<file path="src/sv/hrrn_pkg.sv">
package hrrn_pkg;

  localparam int FIELD_W    = 16;
  localparam int OP_W       = 2;
  localparam int STATUS_W   = 2;
  localparam int OCC_W      = 5;
  localparam int IN_DATA_W  = 5 * FIELD_W;
  localparam int OUT_DATA_W = 72;
  localparam int OUT_PAD_W  = OUT_DATA_W - 4 * FIELD_W - OCC_W;

  localparam logic [OP_W-1:0] OP_ENQ  = 2'd0;
  localparam logic [OP_W-1:0] OP_FIFO = 2'd1;
  localparam logic [OP_W-1:0] OP_HRRN = 2'd2;

  localparam logic [STATUS_W-1:0] STAT_OK    = 2'd0;
  localparam logic [STATUS_W-1:0] STAT_EMPTY = 2'd1;
  localparam logic [STATUS_W-1:0] STAT_FULL  = 2'd2;

endpackage

</file>
<file path="src/sv/hrrn_ram.sv">
module hrrn_ram #(
  parameter int WIDTH = 64,
  parameter int DEPTH = 16
) (
  input  logic                     clk_i,
  input  logic                     we_i,
  input  logic [$clog2(DEPTH)-1:0] waddr_i,
  input  logic [WIDTH-1:0]         wdata_i,
  input  logic [$clog2(DEPTH)-1:0] raddr_i,
  output logic [WIDTH-1:0]         rdata_o
);

  logic [WIDTH-1:0] mem_q [DEPTH];
  logic [WIDTH-1:0] rdata_q;

  always_ff @(posedge clk_i) begin
    if (we_i) begin
      mem_q[waddr_i] <= wdata_i;
    end
    rdata_q <= mem_q[raddr_i];
  end

  assign rdata_o = rdata_q;

endmodule

</file>
<file path="src/sv/hrrn_mul.sv">
module hrrn_mul #(
  parameter int A_W = 18,
  parameter int B_W = 17
) (
  input  logic                        clk_i,
  input  logic signed [A_W-1:0]       a_i,
  input  logic signed [B_W-1:0]       b_i,
  output logic signed [A_W+B_W-1:0]   p_o
);

  logic signed [A_W+B_W-1:0] p_q;

  // product is registered, so it lands in the cycle after the operands
  always_ff @(posedge clk_i) begin
    p_q <= a_i * b_i;
  end

  assign p_o = p_q;

endmodule

</file>
<file path="src/sv/hrrn_ready_queue.sv">
// HRRN ready queue.
// Input channel s_axis: tuser carries the op (enqueue, FIFO dequeue, ratio
// dequeue), tdata the time and job fields. Output channel m_axis: one item
// per input item, tuser carries the status, tdata the removed entry and
// the occupancy after the item.
// Entries sit in one RAM in arrival order. A ratio dequeue walks the
// occupied entries through one shared signed multiplier: two products per
// entry (w * best_r, best_w * r), compared exactly, ties keep the oldest.
// Removal closes the gap by copying entries down one slot over the RAM's
// single read and write port.
// A dequeue reads each scanned entry (RD, WT), then, past the first,
// forms its two products (M1, M2) and compares them (CMP); the shift
// then reads and writes each moved entry (SH_RD, SH_WR). One item is
// worked on at a time; s_axis_tready is high only while idle.
// A finished result is held in an output register; the next item is
// accepted while it waits, and a stalled receiver only holds back the
// following result. Reset empties the queue at once; RAM contents are not
// cleared.
module hrrn_ready_queue #(
  parameter int QUEUE_DEPTH = 16,
  parameter int TIME_BITS   = 16
) (
  input  logic                             clk_i,
  input  logic                             rst_ni,
  input  logic                             s_axis_tvalid_i,
  output logic                             s_axis_tready_o,
  // now, job_tag, arrive_tick, service_time, remaining_time
  input  logic [hrrn_pkg::IN_DATA_W-1:0]   s_axis_tdata_i,
  // op
  input  logic [hrrn_pkg::OP_W-1:0]        s_axis_tuser_i,
  output logic                             m_axis_tvalid_o,
  input  logic                             m_axis_tready_i,
  // out_tag, out_arrival, out_service, out_remaining, occupancy, zero pad
  output logic [hrrn_pkg::OUT_DATA_W-1:0]  m_axis_tdata_o,
  // status
  output logic [hrrn_pkg::STATUS_W-1:0]    m_axis_tuser_o
);
  import hrrn_pkg::*;

  localparam int TW     = TIME_BITS;
  localparam int IDX_W  = $clog2(QUEUE_DEPTH);
  localparam int CNT_W  = $clog2(QUEUE_DEPTH + 1);
  localparam int WAIT_W = TW + 2;
  localparam int REM_W  = TW + 1;
  localparam int PROD_W = WAIT_W + REM_W;
  localparam int WORD_W = FIELD_W + 3 * TW;

  localparam logic [3:0] S_IDLE  = 4'd0;
  localparam logic [3:0] S_RD    = 4'd1;
  localparam logic [3:0] S_WT    = 4'd2;
  localparam logic [3:0] S_M1    = 4'd3;
  localparam logic [3:0] S_M2    = 4'd4;
  localparam logic [3:0] S_CMP   = 4'd5;
  localparam logic [3:0] S_RM    = 4'd6;
  localparam logic [3:0] S_SH_RD = 4'd7;
  localparam logic [3:0] S_SH_WR = 4'd8;
  localparam logic [3:0] S_OUT   = 4'd9;

  logic [3:0]          state_q;
  logic [CNT_W-1:0]    count_q;
  logic                m_valid_q;

  logic [TW-1:0]       now_q;
  logic [CNT_W-1:0]    scan_end_q;
  logic [IDX_W-1:0]    idx_q;
  logic [IDX_W-1:0]    sh_q;

  logic signed [WAIT_W-1:0] cand_w_q;
  logic [TW-1:0]            cand_r_q;
  logic [WORD_W-1:0]        cand_data_q;
  logic signed [WAIT_W-1:0] best_w_q;
  logic [TW-1:0]            best_r_q;
  logic [WORD_W-1:0]        best_data_q;
  logic [IDX_W-1:0]         best_idx_q;
  logic signed [PROD_W-1:0] prod_cand_q;

  logic [STATUS_W-1:0] res_status_q;
  logic [WORD_W-1:0]   res_word_q;
  logic [STATUS_W-1:0] out_status_q;
  logic [OUT_DATA_W-1:0] out_data_q;

  // input fields
  logic          s_fire;
  logic [TW-1:0] in_now, in_arr, in_svc, in_rem, in_rem_cl;
  logic [FIELD_W-1:0] in_tag;

  assign s_axis_tready_o = (state_q == S_IDLE);
  assign s_fire          = s_axis_tvalid_i && s_axis_tready_o;

  assign in_now    = TW'(s_axis_tdata_i[0*FIELD_W +: FIELD_W]);
  assign in_tag    = s_axis_tdata_i[1*FIELD_W +: FIELD_W];
  assign in_arr    = TW'(s_axis_tdata_i[2*FIELD_W +: FIELD_W]);
  assign in_svc    = TW'(s_axis_tdata_i[3*FIELD_W +: FIELD_W]);
  assign in_rem    = TW'(s_axis_tdata_i[4*FIELD_W +: FIELD_W]);
  assign in_rem_cl = (in_rem == '0) ? TW'(1) : in_rem;

  // RAM port
  logic              ram_we;
  logic [IDX_W-1:0]  ram_waddr, ram_raddr;
  logic [WORD_W-1:0] ram_wdata, ram_rdata;

  always_comb begin
    ram_we    = 1'b0;
    ram_waddr = IDX_W'(count_q);
    ram_wdata = {in_rem_cl, in_svc, in_arr, in_tag};
    ram_raddr = idx_q;
    case (state_q)
      S_IDLE: begin
        ram_we = s_fire && (s_axis_tuser_i == OP_ENQ) &&
                 (count_q < CNT_W'(QUEUE_DEPTH));
      end
      S_SH_RD: begin
        ram_raddr = IDX_W'(CNT_W'(sh_q) + 1'b1);
      end
      S_SH_WR: begin
        ram_we    = 1'b1;
        ram_waddr = sh_q;
        ram_wdata = ram_rdata;
      end
      default: begin
      end
    endcase
  end

  hrrn_ram #(
    .WIDTH (WORD_W),
    .DEPTH (QUEUE_DEPTH)
  ) u_ram (
    .clk_i   (clk_i),
    .we_i    (ram_we),
    .waddr_i (ram_waddr),
    .wdata_i (ram_wdata),
    .raddr_i (ram_raddr),
    .rdata_o (ram_rdata)
  );

  // fields of the entry just read
  logic [TW-1:0] rd_arr, rd_svc, rd_rem;
  logic signed [WAIT_W-1:0] rd_wait;

  assign rd_arr  = ram_rdata[FIELD_W +: TW];
  assign rd_svc  = ram_rdata[FIELD_W + TW +: TW];
  assign rd_rem  = ram_rdata[FIELD_W + 2*TW +: TW];
  // modular arithmetic; the true value always fits WAIT_W signed bits
  assign rd_wait = WAIT_W'(now_q) - WAIT_W'(rd_arr) - WAIT_W'(rd_svc) + WAIT_W'(rd_rem);

  // shared multiplier: M1 forms cand_w * best_r, M2 forms best_w * cand_r
  logic signed [WAIT_W-1:0] mul_a;
  logic signed [REM_W-1:0]  mul_b;
  logic signed [PROD_W-1:0] mul_p;

  assign mul_a = (state_q == S_M1) ? cand_w_q : best_w_q;
  assign mul_b = (state_q == S_M1) ? $signed({1'b0, best_r_q}) : $signed({1'b0, cand_r_q});

  hrrn_mul #(
    .A_W (WAIT_W),
    .B_W (REM_W)
  ) u_mul (
    .clk_i (clk_i),
    .a_i   (mul_a),
    .b_i   (mul_b),
    .p_o   (mul_p)
  );

  logic scan_last;
  assign scan_last = (CNT_W'(idx_q) + 1'b1 == scan_end_q);

  // control registers
  always_ff @(posedge clk_i or negedge rst_ni) begin
    if (!rst_ni) begin
      state_q   <= S_IDLE;
      count_q   <= '0;
      m_valid_q <= 1'b0;
    end else begin
      if (state_q == S_OUT && (!m_valid_q || m_axis_tready_i)) begin
        m_valid_q <= 1'b1;
      end else if (m_axis_tready_i) begin
        m_valid_q <= 1'b0;
      end
      case (state_q)
        S_IDLE: begin
          if (s_fire) begin
            case (s_axis_tuser_i)
              OP_ENQ: begin
                if (count_q < CNT_W'(QUEUE_DEPTH)) begin
                  count_q <= count_q + 1'b1;
                end
                state_q <= S_OUT;
              end
              OP_FIFO, OP_HRRN: begin
                state_q <= (count_q == '0) ? S_OUT : S_RD;
              end
              default: begin
                state_q <= S_OUT;
              end
            endcase
          end
        end
        S_RD: state_q <= S_WT;
        S_WT: begin
          if (idx_q != '0) begin
            state_q <= S_M1;
          end else begin
            state_q <= scan_last ? S_RM : S_RD;
          end
        end
        S_M1:  state_q <= S_M2;
        S_M2:  state_q <= S_CMP;
        S_CMP: state_q <= scan_last ? S_RM : S_RD;
        S_RM: begin
          if (CNT_W'(best_idx_q) + 1'b1 < count_q) begin
            state_q <= S_SH_RD;
          end else begin
            count_q <= count_q - 1'b1;
            state_q <= S_OUT;
          end
        end
        S_SH_RD: state_q <= S_SH_WR;
        S_SH_WR: begin
          if (CNT_W'(sh_q) + CNT_W'(2) < count_q) begin
            state_q <= S_SH_RD;
          end else begin
            count_q <= count_q - 1'b1;
            state_q <= S_OUT;
          end
        end
        S_OUT: begin
          if (!m_valid_q || m_axis_tready_i) begin
            state_q <= S_IDLE;
          end
        end
        default: state_q <= S_IDLE;
      endcase
    end
  end

  // datapath registers
  always_ff @(posedge clk_i) begin
    case (state_q)
      S_IDLE: begin
        if (s_fire) begin
          now_q        <= in_now;
          idx_q        <= '0;
          scan_end_q   <= (s_axis_tuser_i == OP_HRRN) ? count_q : CNT_W'(1);
          res_word_q   <= '0;
          if (s_axis_tuser_i == OP_ENQ && count_q >= CNT_W'(QUEUE_DEPTH)) begin
            res_status_q <= STAT_FULL;
          end else if ((s_axis_tuser_i inside {OP_FIFO, OP_HRRN}) &&
                       count_q == '0) begin
            res_status_q <= STAT_EMPTY;
          end else begin
            res_status_q <= STAT_OK;
          end
        end
      end
      S_WT: begin
        cand_w_q    <= rd_wait;
        cand_r_q    <= rd_rem;
        cand_data_q <= ram_rdata;
        if (idx_q == '0) begin
          // first entry is the initial best
          best_w_q    <= rd_wait;
          best_r_q    <= rd_rem;
          best_data_q <= ram_rdata;
          best_idx_q  <= '0;
          if (!scan_last) begin
            idx_q <= idx_q + 1'b1;
          end
        end
      end
      S_M2: begin
        prod_cand_q <= mul_p;
      end
      S_CMP: begin
        // strict compare: ties keep the older entry
        if (prod_cand_q > mul_p) begin
          best_w_q    <= cand_w_q;
          best_r_q    <= cand_r_q;
          best_data_q <= cand_data_q;
          best_idx_q  <= idx_q;
        end
        if (!scan_last) begin
          idx_q <= idx_q + 1'b1;
        end
      end
      S_RM: begin
        res_word_q <= best_data_q;
        sh_q       <= best_idx_q;
      end
      S_SH_WR: begin
        sh_q <= sh_q + 1'b1;
      end
      S_OUT: begin
        if (!m_valid_q || m_axis_tready_i) begin
          out_status_q <= res_status_q;
          out_data_q   <= {{OUT_PAD_W{1'b0}},
                           OCC_W'(count_q),
                           FIELD_W'(res_word_q[FIELD_W + 2*TW +: TW]),
                           FIELD_W'(res_word_q[FIELD_W + TW +: TW]),
                           FIELD_W'(res_word_q[FIELD_W +: TW]),
                           res_word_q[FIELD_W-1:0]};
        end
      end
      default: begin
      end
    endcase
  end

  assign m_axis_tvalid_o = m_valid_q;
  assign m_axis_tdata_o  = out_data_q;
  assign m_axis_tuser_o  = out_status_q;

`ifndef SYNTH
  a_count_bound: assert property (@(posedge clk_i) disable iff (!rst_ni)
    count_q <= CNT_W'(QUEUE_DEPTH))
    else $error("queue count beyond depth");

  a_count_step: assert property (@(posedge clk_i) disable iff (!rst_ni)
    !$stable(count_q) |-> (count_q == $past(count_q) + 1'b1) ||
                          (count_q + 1'b1 == $past(count_q)))
    else $error("queue count moved by more than one");

  a_scan_range: assert property (@(posedge clk_i) disable iff (!rst_ni)
    (state_q == S_RD) |-> (CNT_W'(idx_q) < scan_end_q) && (scan_end_q <= count_q))
    else $error("scan reads beyond occupied entries");

  a_shift_range: assert property (@(posedge clk_i) disable iff (!rst_ni)
    (state_q == S_SH_WR) |-> (CNT_W'(sh_q) + 1'b1 < count_q))
    else $error("shift writes beyond occupied entries");

  a_rem_nonzero: assert property (@(posedge clk_i) disable iff (!rst_ni)
    (state_q == S_M1) |-> (best_r_q != '0) && (cand_r_q != '0))
    else $error("zero remaining time reached the ratio compare");
`endif

endmodule

</file>
<file path="config.mk">
export PLATFORM = sky130hd
export DESIGN_NAME = hrrn_ready_queue
export DESIGN_NICKNAME = d
export VERILOG_FILES = /design/src/sv/hrrn_pkg.sv /design/src/sv/hrrn_ram.sv /design/src/sv/hrrn_mul.sv /design/src/sv/hrrn_ready_queue.sv
export SDC_FILE = /design/constraint.sdc
export NUM_CORES = 2
export LEC_CHECK = 0
export BUFFER_PORTS_ARGS = -buffer_cell sky130_fd_sc_hd__buf_2
export CELL_PAD_IN_SITES_DETAIL_PLACEMENT = 1
export CELL_PAD_IN_SITES_GLOBAL_PLACEMENT = 1
export CORE_MARGIN = 5
export CORE_UTILIZATION = 50
export DETAILED_ROUTE_END_ITERATION = 10
export GPL_TIMING_DRIVEN = 1
export PLACE_DENSITY = 0.86
export REMOVE_ABC_BUFFERS = 1
export SLEW_MARGIN = 10
export SYNTH_ARGS = -nofsm -noshare
export SYNTH_HDL_FRONTEND = slang
export SYNTH_SLANG_ARGS = --single-unit
</file>
<file path="constraint.sdc">
create_clock -name clk_i -period 18.36 [get_ports clk_i]
set_input_delay 1.836 -clock clk_i [delete_from_list [all_inputs] [get_ports clk_i]]
set_output_delay 1.836 -clock clk_i [all_outputs]
set_load 0.03 [all_outputs]
</file>
==> impl_metrics.csv <==
group,metric,value,unit
clock_network,cts_tree,"yes",
grt,grt-ovfl-total,0,
critical_path,setup.worst_path.end_class,"register",
sta,final-hold-violation-count,0,
grt,met2_usage,49.64,%
sta,worstMarginPinSlew,1.242,ns
synthesis,avgSynthCellArea,15.53,um^2
sta,setup_viol,0,
finish,multi_input_area,23450,um^2
synthesis,ys_seq_area_share,62.95,%
worst_hold_path,hold_depth,0,
critical_path,r2r_cells,23,
synthesis,synthArstFlopShare,0.6658,%
synthesis,synth_common_cells,"1393 x edfxtp_1, 486 x nand2_1, 475 x inv_1",
grt,antenna_found_initial,6,
synthesis,yosysWarningCount,0,
clock_network,postCtsResizedCells,0,
floorplan,die-area,147600,um^2
clock_network,clock-sinks,1502,
synthesis,ys_types,72,
clock_network,clk_transition_reported_paths,0.06,ns
floorplan,rows,137,
routing,dr_total_vias,42210,
finish,seqCellArea,44060,um^2
grt,grt_usage,29.20,%
routing,routed_via_density,6.266,
placement,dp.final_hpwl,124800,um
clock_network,clock_latency,0.81,ns
sta,period_minus_slack,8.622,ns
placement,dp_slack,9.838,ns
critical_path,crit_required,19.04,ns
critical_path,crit_type,"register to register",
finish,drive_gt1_share,17.15,%
finish,fillers,12900,
critical_path,start_kind,"register",
clock_network,clk_path_buf_depth,3,
grt,grtUsageMet1,36.10,%
finish,syn2layout_area_growth,12.06,%
grt,use_met3,5.871,%
run_status,status,"complete, no violations",
placement,gp_congestion,0.8997,
clock_network,cts_max_level,4,
grt,grt_max_degree,71,
critical_path,crit_fanout,50,
synthesis,netlist_area,69990,um^2
sta,period_share,46.96,%
floorplan,die_x,384.1,um
synthesis,yosysTopAreaCell,"edfxtp_1",
synthesis,synth_top_area_share,59.76,%
floorplan,die_h,384.1,um
sta,fin_tns_setup,0,ns
floorplan,core,139400,um^2
worst_hold_path,hold_class,"register to register",
routing,post-route-drc-count,0,
critical_path,r2r-end,"u_mul.p_o[30]",
synthesis,synth_edf_count,1393,
clock_network,cts_root_buffer,"clkbuf_16",
routing,ant_nets,0,
sta,max_freq,0.1160,GHz
finish,nNetsFinal,5299,
sta,setup_ws,9.738,ns
sta,holdWs,0.4044,ns
synthesis,ys_seq_elements,1502,
floorplan,start_util,50.22,%
worst_hold_path,min-delay-start,"u_mul.p_o[20]",
worst_hold_path,min_delay_worst_endpoint,"prod_cand_q[20]",
clock_network,postCtsSetupBuffers,0,
finish,final_util,56.28,%
clock_network,cts-buffers-inserted,150,
sta,rsz0062_at_grt,"false",
synthesis,ys.flop_type,"edfxtp_1",
critical_path,critPathArrivalTime,9.30,ns
routing,wl_per_cell,31.98,um
routing,wl,215400,um
grt,grt_pass1_wl,314200,um
grt,busiest_layer,"met2",
synthesis,synthTopCellsByArea,"edfxtp_1 60%, fa_1 8.9%, mux4_2 8.2%",
routing,drt_first_pass_iters,5,
critical_path,worstReg2RegStart,"state_q[3]",
clock_network,hold_buffers,0,
synthesis,postSynthCellCount,4506,
floorplan,io-pin-count,162,
job,cap_violations,0,
critical_path,reg2reg_setup_slack,9.74,ns
sta,slew_headroom,16.99,%
synthesis,yosysMostFrequentCell,"edfxtp_1",
grt,grt_pass1_vias,45670,
sta,slew_viol_final,0,
sta,skew,0.06139,ns
placement,portBuffers,158,
routing,drt-initial-drc-count,5120,
-- placed cells by master, fill, tap and decap left out, types with 23 or more instances in the layout --
cell       Yosys  final
a211oi_1      70     70
nor2_1       188    171
clkbuf_16      0    153
a21o_1        30     30
buf_2         48    158
fa_1         311    311
nor3_1        28     26
mux2_2        39     39
xnor2_1       51     51
clkbuf_1     105     33
inv_1        475    475
ha_1         176    176
nand2b_1      26     26
mux4_2       256    256
nor2b_1       83     82
clkinv_2       0     23
o21ai_0      105     93
edfxtp_1    1393   1393
mux2i_1       99     98
and3_1        74     74
buf_4         12     98
nand2_1      486    483
dfxtp_1       99     99
a21oi_1      132    129
-- state kept, by name, indices dropped and copies added (netlist names), 5 cells and up --
register / count
cand_w_q: 18
now_q: 16
count_q: 5
best_data_q: 48
u_ram.rdata_o: 64
u_ram.mem_q: 1024
best_w_q: 18
m_axis_tdata_o: 69
u_mul.p_o: 35
scan_end_q: 5
cand_r_q: 16
cand_data_q: 48
best_r_q: 16
prod_cand_q: 35
res_word_q: 64
-- layout make-up --
cell class              instances  share of cell area (%)
flip-flops and latches       1502                   56.18
multi-input cells            2341                   29.89
clock buffers                 204                   5.355
well taps                    1876                   2.993
inverters                     475                   2.273
repair buffers                256                   1.946
clock inverters                78                   1.351
diodes                          4                 0.01276
-- worst max path at each step --
stage,start,depth (start not counted),slack [ns],endpoint
CTS,state_q[3],23,9.80,u_mul.p_o[30]
floorplan,state_q[3],7,1.94,u_ram.rdata_o[0]
finish,state_q[3],23,9.74,u_mul.p_o[30]
global route,state_q[3],24,9.26,u_mul.p_o[32]
global placement,state_q[3],24,10.15,u_mul.p_o[32]
detailed placement,state_q[3],23,9.84,u_mul.p_o[30]
-- stage by stage --
| stage | cell area [um^2] | cells |
|---|---|---|
| 2_1_floorplan | 69050 | 4318 |
| 3_3_place_gp | 73130 | 6446 |
| 3_5_place_dp | 73130 | 6446 |
| 4_1_cts | 78390 | 6728 |
| 5_1_grt | 78430 | 6733 |
| 6_report | 78430 | 6736 |
-- worst max-delay path, cell delays in order (launching register included) --
cell and delay [ns]:
dfrtp_1 0.64, nor4bb_4 0.37, buf_4 0.26, buf_4 0.64, mux2i_1 0.61, nor2_1 0.24
fa_1 0.61, inv_1 0.14, fa_1 0.51, inv_1 0.05, fa_1 0.48, fa_1 0.51
fa_1 0.49, inv_1 0.05, fa_1 0.48, inv_1 0.04, ha_1 0.38, and4_1 0.30
nand4_1 0.19, a211oi_1 0.55, o41ai_1 0.23, a21oi_1 0.37, a21oi_1 0.18, xnor2_1 0.15
-- routing by layer --
layer / vias to the layer above / wire length [um] / part of all wire (%)
met2: 2938 / 107500 / 50
met3: 688 / 20880 / 9.7
met5: - / 13 / 0.0060
met1: 21820 / 75160 / 35
li1: 16760 / - / -
met4: 2 / 11880 / 5.5
-- cell families after synthesis --
group	count (synthesis)	share of synthesized area (%)
muxes	395	10.30
xor gates and xnor gates	72	0.9010
other	1	0.005358
adders and majority gates	487	12.04
AOI/OAI and AO/OA	420	3.709
buffers and inverters	665	3.904
and+or+nand+nor	964	6.189
DFF	1502	62.95
Power is not shown: default switching activity piles up to over one toggle a cycle in this logic, so the estimate is an artifact.
